$ cat config.mk
export PLATFORM = sky130hd
export DESIGN_NAME = integer_to_ascii_formatter_unit_flat
export DESIGN_NICKNAME = d
export VERILOG_FILES = /design/src/design/itaf_pkg.sv /design/src/design/itaf_if.sv /design/src/design/itaf_front.sv /design/src/design/itaf_fifo.sv /design/src/design/itaf_back.sv /design/src/design/integer_to_ascii_formatter_unit.sv /design/src/flat_wrapper.sv
export SDC_FILE = /design/constraint.sdc
export NUM_CORES = 1
export LEC_CHECK = 0
export ABC_AREA = 0
export BUFFER_PORTS_ARGS = -buffer_cell sky130_fd_sc_hd__clkbuf_2
export CAP_MARGIN = 20
export CORE_MARGIN = 5
export CORE_UTILIZATION = 49
export CTS_CLUSTER_SIZE = 40
export DETAILED_ROUTE_END_ITERATION = 16
export MAX_ROUTING_LAYER = met4
export PLACE_DENSITY = 0.67
export SLEW_MARGIN = 20
export SYNTH_ARGS = -nofsm -noshare
export SYNTH_HDL_FRONTEND = slang
export SYNTH_HIERARCHICAL = 1
export SYNTH_SLANG_ARGS = --single-unit
$ cat constraint.sdc
create_clock -name clk_i -period 6.9 [get_ports clk_i]
set_clock_uncertainty 0.2 [all_clocks]
set_input_delay 0.69 -clock clk_i [delete_from_list [all_inputs] [get_ports clk_i]]
set_output_delay 0.69 -clock clk_i [all_outputs]
set_load 0.05 [all_outputs]
$ cat src/design/itaf_pkg.sv
package itaf_pkg;

  // Format selector codes carried with each input beat.
  typedef enum logic [1:0] {
    FmtDec      = 2'd0,
    FmtHexLower = 2'd1,
    FmtHexUpper = 2'd2,
    FmtPointer  = 2'd3
  } fmt_e;

  // Fixed field widths of the channels.
  localparam int unsigned FuncW   = 2;
  localparam int unsigned InValW  = 64;
  localparam int unsigned CharW   = 8;
  localparam int unsigned CountW  = 5;

  // Depth of the queue between the front and the back.
  localparam int unsigned QueueDepth = 2;

  // ASCII codes used by the formatter.
  localparam logic [CharW-1:0] CharZero   = 8'h30;
  localparam logic [CharW-1:0] CharMinus  = 8'h2D;
  localparam logic [CharW-1:0] CharX      = 8'h78;
  localparam logic [CharW-1:0] CharLowerA = 8'h61;
  localparam logic [CharW-1:0] CharUpperA = 8'h41;

  // Maps one digit (0..15) to its ASCII character.
  function automatic logic [CharW-1:0] digit_char(input logic [3:0] d, input logic upper);
    logic [CharW-1:0] c;
    if (d < 4'd10) begin
      c = CharZero + CharW'(d);
    end else if (upper) begin
      c = CharUpperA + CharW'(d - 4'd10);
    end else begin
      c = CharLowerA + CharW'(d - 4'd10);
    end
    return c;
  endfunction

endpackage

$ cat src/design/itaf_if.sv
// Input channel: one value and its format per beat.
interface itaf_in_if;
  import itaf_pkg::*;
  logic              valid;
  logic              ready;
  logic [FuncW-1:0]  func;
  logic [InValW-1:0] value;

  modport source (output valid, func, value, input ready);
  modport sink   (input valid, func, value, output ready);
endinterface

// Output channel: one character per beat.
interface itaf_out_if;
  import itaf_pkg::*;
  logic              valid;
  logic              ready;
  logic [CharW-1:0]  ascii_char;
  logic              last;
  logic [CountW-1:0] char_count;

  modport source (output valid, ascii_char, last, char_count, input ready);
  modport sink   (input valid, ascii_char, last, char_count, output ready);
endinterface

$ cat src/design/itaf_front.sv
module itaf_front import itaf_pkg::*; #(
  parameter int unsigned VALUE_BITS = 64,
  parameter int unsigned DataW      = FuncW + 1 + VALUE_BITS
) (
  itaf_in_if.sink          in_i,
  input  logic             full_i,
  output logic             push_o,
  output logic [DataW-1:0] data_o
);

  logic [VALUE_BITS-1:0] val;
  logic                  neg;
  logic [VALUE_BITS-1:0] mag;

  // Take a beat whenever the queue has room.
  assign in_i.ready = !full_i;
  assign push_o     = in_i.valid && !full_i;

  // Keep the used bits, and turn a negative decimal value into sign and magnitude.
  assign val = in_i.value[VALUE_BITS-1:0];
  assign neg = (fmt_e'(in_i.func) == FmtDec) && val[VALUE_BITS-1];
  assign mag = neg ? (~val + VALUE_BITS'(1)) : val;

  assign data_o = {in_i.func, neg, mag};

endmodule

$ cat src/design/itaf_fifo.sv
module itaf_fifo import itaf_pkg::*; #(
  parameter int unsigned DataW = 67
) (
  input  logic             clk_i,
  input  logic             rst_ni,
  input  logic             push_i,
  input  logic [DataW-1:0] data_i,
  output logic             full_o,
  input  logic             pop_i,
  output logic             valid_o,
  output logic [DataW-1:0] data_o
);

  localparam int unsigned PtrW = (QueueDepth > 1) ? $clog2(QueueDepth) : 1;
  localparam int unsigned CntW = $clog2(QueueDepth + 1);

  logic [DataW-1:0] mem_q [QueueDepth];
  logic [PtrW-1:0]  wr_ptr_q, wr_ptr_d;
  logic [PtrW-1:0]  rd_ptr_q, rd_ptr_d;
  logic [CntW-1:0]  cnt_q, cnt_d;

  assign full_o  = (cnt_q == CntW'(QueueDepth));
  assign valid_o = (cnt_q != '0);
  assign data_o  = mem_q[rd_ptr_q];

  // Pointer and fill count update.
  always_comb begin
    wr_ptr_d = wr_ptr_q;
    rd_ptr_d = rd_ptr_q;
    cnt_d    = cnt_q;
    if (push_i) begin
      wr_ptr_d = (wr_ptr_q == PtrW'(QueueDepth - 1)) ? '0 : wr_ptr_q + PtrW'(1);
    end
    if (pop_i) begin
      rd_ptr_d = (rd_ptr_q == PtrW'(QueueDepth - 1)) ? '0 : rd_ptr_q + PtrW'(1);
    end
    if (push_i && !pop_i) begin
      cnt_d = cnt_q + CntW'(1);
    end else if (!push_i && pop_i) begin
      cnt_d = cnt_q - CntW'(1);
    end
  end

  always_ff @(posedge clk_i or negedge rst_ni) begin
    if (!rst_ni) begin
      wr_ptr_q <= '0;
      rd_ptr_q <= '0;
      cnt_q    <= '0;
    end else begin
      wr_ptr_q <= wr_ptr_d;
      rd_ptr_q <= rd_ptr_d;
      cnt_q    <= cnt_d;
    end
  end

  // Storage for the queued items.
  always_ff @(posedge clk_i) begin
    if (push_i) begin
      mem_q[wr_ptr_q] <= data_i;
    end
  end

`ifndef NO_ASSERTIONS
  a_no_overflow : assert property (@(posedge clk_i) disable iff (!rst_ni)
    push_i |-> (cnt_q != CntW'(QueueDepth)))
    else $error("Queue written while full.");
  a_no_underflow : assert property (@(posedge clk_i) disable iff (!rst_ni)
    pop_i |-> (cnt_q != '0))
    else $error("Queue read while empty.");
`endif

endmodule

$ cat src/design/itaf_back.sv
module itaf_back import itaf_pkg::*; #(
  parameter int unsigned VALUE_BITS = 64
) (
  input  logic                  clk_i,
  input  logic                  rst_ni,
  input  logic                  valid_i,
  input  logic [FuncW-1:0]      func_i,
  input  logic                  neg_i,
  input  logic [VALUE_BITS-1:0] mag_i,
  output logic                  pop_o,
  itaf_out_if.source            out_o
);

  localparam int unsigned DecDigits = (VALUE_BITS * 30103) / 100000 + 1;
  localparam int unsigned HexDigits = (VALUE_BITS + 3) / 4;
  localparam int unsigned DigW      = DecDigits * 4;
  localparam int unsigned HexW      = HexDigits * 4;
  localparam int unsigned NdigW     = $clog2(DecDigits + 1);
  localparam int unsigned BitCntW   = $clog2(VALUE_BITS + 1);

  typedef enum logic [4:0] {
    StIdle   = 5'b00001,
    StConv   = 5'b00010,
    StSkip   = 5'b00100,
    StPrefix = 5'b01000,
    StDigits = 5'b10000
  } state_e;

  state_e                state_q, state_d;
  fmt_e                  fmt_q, fmt_d;
  logic                  neg_q, neg_d;
  logic [DigW-1:0]       dig_q, dig_d;
  logic [VALUE_BITS-1:0] sh_q, sh_d;
  logic [BitCntW-1:0]    bit_cnt_q, bit_cnt_d;
  logic [NdigW-1:0]      ndig_q, ndig_d;
  logic [1:0]            pre_q, pre_d;
  logic [CountW-1:0]     len_q, len_d;

  logic                  ovalid_q, ovalid_d;
  logic [CharW-1:0]      char_q, char_d;
  logic                  last_q, last_d;
  logic [CountW-1:0]     count_q, count_d;

  logic                  slot_free;
  logic [3:0]            top_dig;
  logic [DigW-1:0]       bcd_adj;
  logic [1:0]            pre_len;

  assign slot_free = !ovalid_q || out_o.ready;
  assign top_dig   = dig_q[DigW-1 -: 4];
  assign pop_o     = (state_q == StIdle) && valid_i;

  // Add three to every BCD digit of five or more before the next shift.
  always_comb begin
    for (int i = 0; i < DecDigits; i++) begin
      bcd_adj[i*4 +: 4] = (dig_q[i*4 +: 4] >= 4'd5) ? dig_q[i*4 +: 4] + 4'd3
                                                    : dig_q[i*4 +: 4];
    end
  end

  // Number of characters in front of the digits.
  always_comb begin
    if (fmt_q == FmtPointer) begin
      pre_len = 2'd2;
    end else if (fmt_q == FmtDec && neg_q) begin
      pre_len = 2'd1;
    end else begin
      pre_len = 2'd0;
    end
  end

  // Conversion and emission sequencer.
  always_comb begin
    state_d   = state_q;
    fmt_d     = fmt_q;
    neg_d     = neg_q;
    dig_d     = dig_q;
    sh_d      = sh_q;
    bit_cnt_d = bit_cnt_q;
    ndig_d    = ndig_q;
    pre_d     = pre_q;
    len_d     = len_q;
    ovalid_d  = ovalid_q && !out_o.ready;
    char_d    = char_q;
    last_d    = last_q;
    count_d   = count_q;

    unique case (state_q)
      StIdle: begin
        if (valid_i) begin
          fmt_d = fmt_e'(func_i);
          neg_d = neg_i;
          if (fmt_e'(func_i) == FmtDec) begin
            dig_d     = '0;
            sh_d      = mag_i;
            bit_cnt_d = BitCntW'(VALUE_BITS);
            state_d   = StConv;
          end else begin
            dig_d   = {HexW'(mag_i), (DigW - HexW)'(0)};
            ndig_d  = NdigW'(HexDigits);
            state_d = StSkip;
          end
        end
      end
      StConv: begin
        dig_d     = {bcd_adj[DigW-2:0], sh_q[VALUE_BITS-1]};
        sh_d      = {sh_q[VALUE_BITS-2:0], 1'b0};
        bit_cnt_d = bit_cnt_q - BitCntW'(1);
        if (bit_cnt_q == BitCntW'(1)) begin
          ndig_d  = NdigW'(DecDigits);
          state_d = StSkip;
        end
      end
      StSkip: begin
        // Drop leading zero digits, keeping at least one.
        if (top_dig == 4'd0 && ndig_q != NdigW'(1)) begin
          dig_d  = {dig_q[DigW-5:0], 4'd0};
          ndig_d = ndig_q - NdigW'(1);
        end else begin
          len_d   = CountW'(pre_len) + CountW'(ndig_q);
          pre_d   = pre_len;
          state_d = (pre_len != 2'd0) ? StPrefix : StDigits;
        end
      end
      StPrefix: begin
        if (slot_free) begin
          ovalid_d = 1'b1;
          last_d   = 1'b0;
          count_d  = '0;
          if (fmt_q == FmtDec) begin
            char_d = CharMinus;
          end else if (pre_q == 2'd2) begin
            char_d = CharZero;
          end else begin
            char_d = CharX;
          end
          pre_d = pre_q - 2'd1;
          if (pre_q == 2'd1) begin
            state_d = StDigits;
          end
        end
      end
      StDigits: begin
        if (slot_free) begin
          ovalid_d = 1'b1;
          char_d   = digit_char(top_dig, fmt_q == FmtHexUpper);
          last_d   = (ndig_q == NdigW'(1));
          count_d  = (ndig_q == NdigW'(1)) ? len_q : '0;
          dig_d    = {dig_q[DigW-5:0], 4'd0};
          ndig_d   = ndig_q - NdigW'(1);
          if (ndig_q == NdigW'(1)) begin
            state_d = StIdle;
          end
        end
      end
      default: begin
        state_d = StIdle;
      end
    endcase
  end

  always_ff @(posedge clk_i or negedge rst_ni) begin
    if (!rst_ni) begin
      state_q  <= StIdle;
      ovalid_q <= 1'b0;
    end else begin
      state_q  <= state_d;
      ovalid_q <= ovalid_d;
    end
  end

  // Datapath registers.
  always_ff @(posedge clk_i) begin
    fmt_q     <= fmt_d;
    neg_q     <= neg_d;
    dig_q     <= dig_d;
    sh_q      <= sh_d;
    bit_cnt_q <= bit_cnt_d;
    ndig_q    <= ndig_d;
    pre_q     <= pre_d;
    len_q     <= len_d;
    char_q    <= char_d;
    last_q    <= last_d;
    count_q   <= count_d;
  end

  assign out_o.valid      = ovalid_q;
  assign out_o.ascii_char = char_q;
  assign out_o.last       = last_q;
  assign out_o.char_count = count_q;

`ifndef NO_ASSERTIONS
  a_last_has_count : assert property (@(posedge clk_i) disable iff (!rst_ni)
    (ovalid_q && last_q) |-> (count_q != '0))
    else $error("Final character without a character count.");
  a_mid_no_count : assert property (@(posedge clk_i) disable iff (!rst_ni)
    (ovalid_q && !last_q) |-> (count_q == '0))
    else $error("Character count on a character that is not the last.");
  a_digits_left : assert property (@(posedge clk_i) disable iff (!rst_ni)
    (state_q == StDigits || state_q == StSkip) |-> (ndig_q != '0))
    else $error("Digit phase entered with no digits left.");
  a_no_pop_busy : assert property (@(posedge clk_i) disable iff (!rst_ni)
    (state_q != StIdle) |-> !pop_o)
    else $error("Item taken from the queue while a conversion is running.");
`endif

endmodule

$ cat src/design/integer_to_ascii_formatter_unit.sv
// Integer to ASCII formatter. Each input beat carries a value and a format
// (signed decimal, lower-case hex, upper-case hex, or pointer "0x" + lower-case
// hex); the unit returns the text one character per output beat, most
// significant first, with last and the total character count on the final
// beat. Only the low VALUE_BITS bits of the value are used. A front stage
// takes sign and magnitude and places the item into a two-entry queue; the
// back end converts one item at a time. It takes an item from the queue; a
// decimal item then passes through the bit-serial BCD converter (one
// shift-and-adjust per cycle); then leading zero digits are dropped, the text
// is sized, and each character is emitted and held until the sink takes it.
module integer_to_ascii_formatter_unit import itaf_pkg::*; #(
  parameter int unsigned VALUE_BITS = 64
) (
  input  logic        clk_i,
  input  logic        rst_ni,
  itaf_in_if.sink     in_i,
  itaf_out_if.source  out_o
);

  localparam int unsigned DataW = FuncW + 1 + VALUE_BITS;

  logic             push;
  logic             full;
  logic [DataW-1:0] wr_data;
  logic             pop;
  logic             q_valid;
  logic [DataW-1:0] rd_data;

  itaf_front #(
    .VALUE_BITS (VALUE_BITS),
    .DataW      (DataW)
  ) u_front (
    .in_i   (in_i),
    .full_i (full),
    .push_o (push),
    .data_o (wr_data)
  );

  itaf_fifo #(
    .DataW (DataW)
  ) u_fifo (
    .clk_i   (clk_i),
    .rst_ni  (rst_ni),
    .push_i  (push),
    .data_i  (wr_data),
    .full_o  (full),
    .pop_i   (pop),
    .valid_o (q_valid),
    .data_o  (rd_data)
  );

  itaf_back #(
    .VALUE_BITS (VALUE_BITS)
  ) u_back (
    .clk_i   (clk_i),
    .rst_ni  (rst_ni),
    .valid_i (q_valid),
    .func_i  (rd_data[DataW-1 -: FuncW]),
    .neg_i   (rd_data[VALUE_BITS]),
    .mag_i   (rd_data[VALUE_BITS-1:0]),
    .pop_o   (pop),
    .out_o   (out_o)
  );

endmodule
$ cat src/flat_wrapper.sv
// flat-port wrapper written by rule: the top's interface ports become plain ports
module integer_to_ascii_formatter_unit_flat import itaf_pkg::*;
#(
  parameter int unsigned VALUE_BITS = 64
)
  (clk_i, rst_ni, in_i_valid, in_i_func, in_i_value, in_i_ready, out_o_valid, out_o_ascii_char, out_o_last, out_o_char_count, out_o_ready);
  itaf_in_if in_i_i ();
  itaf_out_if out_o_i ();
  input  logic clk_i;
  input  logic rst_ni;
  input wire logic [$bits(in_i_i.valid)-1:0] in_i_valid;
  input wire logic [$bits(in_i_i.func)-1:0] in_i_func;
  input wire logic [$bits(in_i_i.value)-1:0] in_i_value;
  output wire logic [$bits(in_i_i.ready)-1:0] in_i_ready;
  output wire logic [$bits(out_o_i.valid)-1:0] out_o_valid;
  output wire logic [$bits(out_o_i.ascii_char)-1:0] out_o_ascii_char;
  output wire logic [$bits(out_o_i.last)-1:0] out_o_last;
  output wire logic [$bits(out_o_i.char_count)-1:0] out_o_char_count;
  input wire logic [$bits(out_o_i.ready)-1:0] out_o_ready;
  assign in_i_i.valid = in_i_valid;
  assign in_i_i.func = in_i_func;
  assign in_i_i.value = in_i_value;
  assign in_i_ready = in_i_i.ready;
  assign out_o_valid = out_o_i.valid;
  assign out_o_ascii_char = out_o_i.ascii_char;
  assign out_o_last = out_o_i.last;
  assign out_o_char_count = out_o_i.char_count;
  assign out_o_i.ready = out_o_ready;
  integer_to_ascii_formatter_unit #(.VALUE_BITS(VALUE_BITS)) u_core (.clk_i(clk_i), .rst_ni(rst_ni), .in_i(in_i_i), .out_o(out_o_i));
endmodule
==> metrics <==
status finished, final reports clean; Vias/cell 5.572; Detailed Routing Iterations Pass 1 5; first-pass GRT wire length between 50000 and 60000 um; H-tree levels 2; largest family of logic cells by synthesized area simple AND/OR/NAND/NOR gates; Worst-Margin Slew 1.094 ns; Synth Area in Adders 4.245%; Clk Latency, worst-skew pair 0.51 ns; Fin. Hold Viols 0; Critical Path End Type register; post-synthesis mux area share 5.314%; Initial Util 49.39%; syn nets 1597; Slew headroom 27.04%; worst min path class input pin to register; fillers about 3000; Clk pwr share 21.1%; Placer Congestion ~0.84; root buf cell clkbuf_16; WL/cell 17.51 um; Fmax achieved 281.6 MHz; via count 11300; Int Power slightly below 6 mW; core area ~34000 sq um; total gr overflow 0; vias in the first global route 11210; share of layout cells above drive strength 1 between 10% and 20%; Tmin final approximately 3.6 ns; Ys Warns 6; Reg area roughly 9700 sq um; post-CTS sizing 0; crit path DAT 3.55 ns; met2 Track Usage GR 31.56%; DP Area 17750 sq um; total wire length 35500 um; final period utilization 51.46%; hold_buf cts 1; Sw Share 36.24%; Post CTS Setup Buffer Count 0; simple-gate share of the synthesized area around 14%; sequential fraction of the synthesis area between 50% and 60%; Net Sw Power 3.280 mW; RSZ-0062 raised after global routing false; Final setup viols 0; # diodes 0; Syn Area/Cell approximately 12 sq um; predominant post-synthesis flop cell edfxtp_1; Slew Limit Fails 0; Peak VDD IR between 0.4 and 0.5 mV; # port buffers 85; async set-reset flop share out of synthesis under 10%; initial antenna violation count 0; worst path required time 6.90 ns; Netlist Area Pre-Place 16980 sq um; crit-path max FO 73; leakage approximately 7.3 nW; Post-Synth XOR/XNOR Area 5.210%; Post-synth EDFFs 314; routing usage on met3 roughly 2.5%; total chip power about 9.1 mW; clock buffer depth 3; multi-input combinational cell area 6688 sq um; CTS buffer count 37; Yosys reg bits 324; DR DRC count 0; GR peak layer met2; Critical Path Start Type register; gr usage total 18.66%; Final Cell Area 18950 sq um; placed wire-length estimate 23270 um; die height 196.1 um; setup total negative slack 0 ns; Max Cap Violations 0; Final ANT Viol Nets 0; Detailed Route Iter0 Violations slightly above 800; Die ar. approximately 38000 sq um; largest net degree at the start of global routing 74; share of power burned in combinational logic between 30 and 40%; Final nets 1676; WS Path Type register to register; Sequential Power Share a little over two fifths; grt met1 use 23.57%; # IOs 86; CTS sink count 324; hold_ws 0.2171 ns; CTS tree yes; Area Overhead vs Synth 11.63%; PD cells 477.5 nW/um^2; Synth Area in Compound Gates 10.34%; Die X 196.1 um; count of different cell masters after synthesis 63; clk slew on worst S/H paths 0.06 ns; Post-Syn Instances 1470; Placement Rows 68
[power groups by stage]
stage	sequential, mW	combinational, mW	clock (mW)
finish	3.83	3.31	1.91
global route	3.91	3.70	2.04
CTS	3.83	3.34	1.96
detailed placement	3.86	3.32	0
global placement	3.83	3.23	0
floorplan	3.73	2.62	0
[cell families (layout without fill, tap and decap cells)]
kind of cell | after synthesis | count (layout)
AO/OA/AOI/OAI | 267 | 267
adder cells (fa/ha/maj) | 57 | 57
buffers and inverters | 134 | 237
XOR/XNOR | 101 | 101
AND/OR/NAND/NOR | 513 | 513
flip-flops | 324 | 324
multiplexers | 74 | 74
[cell usage in the layout (no fill, tap or decap), types with 10 or more instances in the layout]
| cell type | Yosys | routed |
|---|---|---|
| buf_4 | 5 | 16 |
| ha_1 | 56 | 56 |
| nor3_1 | 20 | 20 |
| a31oi_1 | 20 | 20 |
| a21oi_1 | 81 | 80 |
| inv_1 | 71 | 71 |
| edfxtp_1 | 314 | 314 |
| nor2b_1 | 21 | 20 |
| nand2b_1 | 23 | 23 |
| a211oi_1 | 10 | 10 |
| mux2_2 | 49 | 49 |
| a22oi_1 | 18 | 18 |
| nor2_1 | 85 | 85 |
| nand2_1 | 281 | 280 |
| a221o_1 | 28 | 28 |
| mux2_4 | 20 | 20 |
| clkbuf_2 | 0 | 85 |
| o21ai_0 | 54 | 54 |
| nor4_1 | 13 | 13 |
| clkbuf_16 | 0 | 37 |
| nor3b_1 | 21 | 21 |
| xnor2_1 | 48 | 48 |
| xor2_1 | 53 | 53 |
| o221ai_1 | 19 | 19 |
[area by class of cell]
type / count / share of cell area, %
clock inverters: 21 / 1.182
repair buffers: 103 / 3.037
inverters: 71 / 1.406
flip-flops and latches: 324 / 51.10
well taps: 455 / 3.004
clock buffers: 42 / 4.984
multi-input cells: 1012 / 35.29
[metal layers]
layer / part of all wire (%) / wire length (um)
met5: 0 / 0
met4: 2.8 / 992
met3: 4.0 / 1407
met2: 50 / 17770
met1: 43 / 15330
[cell usage after synthesis (8+ instances only)]
master    number  area, sq um
nor4_1        13        81.33
nor2_1        85        319.1
nand2b_1      23        143.9
dfrtp_1        9        225.2
xnor2_1       48        420.4
mux2_4        20        300.3
mux2_2        49        551.8
a41oi_1        8        70.07
and2_1         9        56.30
a31oi_1       20        125.1
nand2_1      281         1055
a22oi_1       18        135.1
a221o_1       28        280.3
inv_1         71        266.5
o21ai_0       54        270.3
ha_1          56        700.7
buf_6         11        123.9
nor3b_1       21        157.7
xor2_1        53        464.2
edfxtp_1     314         9429
o221ai_1      19        166.4
buf_2         18        90.09
clkbuf_1      22        82.58
nor3_1        20        100.1
nor2b_1       21        131.4
a21oi_1       81        405.4
a211oi_1      10        75.07
[final timing paths]
kind / end / slack [ns] / startpoint / cells past startpoint
worst max-delay path: u_core/u_back/ndig_q[2] / 3.35 / u_core/u_back/state_q[1] / 7
worst min-delay path: u_core/u_fifo/mem_q[0][66] / 0.22 / in_i_func[1] / 1
worst max register to register: u_core/u_back/ndig_q[2] / 3.35 / u_core/u_back/state_q[1] / 7
worst min register to register: u_core/u_back/sh_q[37] / 0.30 / u_core/u_back/sh_q[36] / 2
max in group asynchronous: u_core/u_back/state_q[0] / 5.83 / rst_ni / 2
min in group asynchronous: u_core/u_back/state_q[4] / 0.40 / rst_ni / 2
[flip-flops by register name (all words and copies together) (netlist names), 5 cells and up]
register                        flops
u_core/u_back/out_o.ascii_char      8
u_core/u_back/dig_q                80
u_core/u_back/len_q                 5
u_core/u_back/sh_q                 64
u_core/u_back/state_q               5
u_core/u_back/out_o.char_count      5
u_core/u_back/bit_cnt_q             7
u_core/u_fifo/mem_q               134
u_core/u_back/ndig_q                5
[metrics by stage]
step / cells / setup WS, ns / utilization, %
after global placement: 1963 / 2.905 / 51.65
after floorplan: 1470 / 1.339 / -
after detailed placement: 1963 / 2.892 / 51.65
after global routing: 2028 / 3.131 / 55.14
after CTS: 2027 / 3.287 / 55.08
final: 2028 / 3.349 / 55.14
[critical path, stage by stage (launching register included)]
cell and delay, ns:
dfrtp_1 0.42, nor3_1 0.51, o21ai_4 0.09, buf_4 0.32, nand3_1 0.16, and3_4 0.27
buf_4 0.85, and3_1 0.41
No activity file was read; power rests on OpenSTA's default activity.
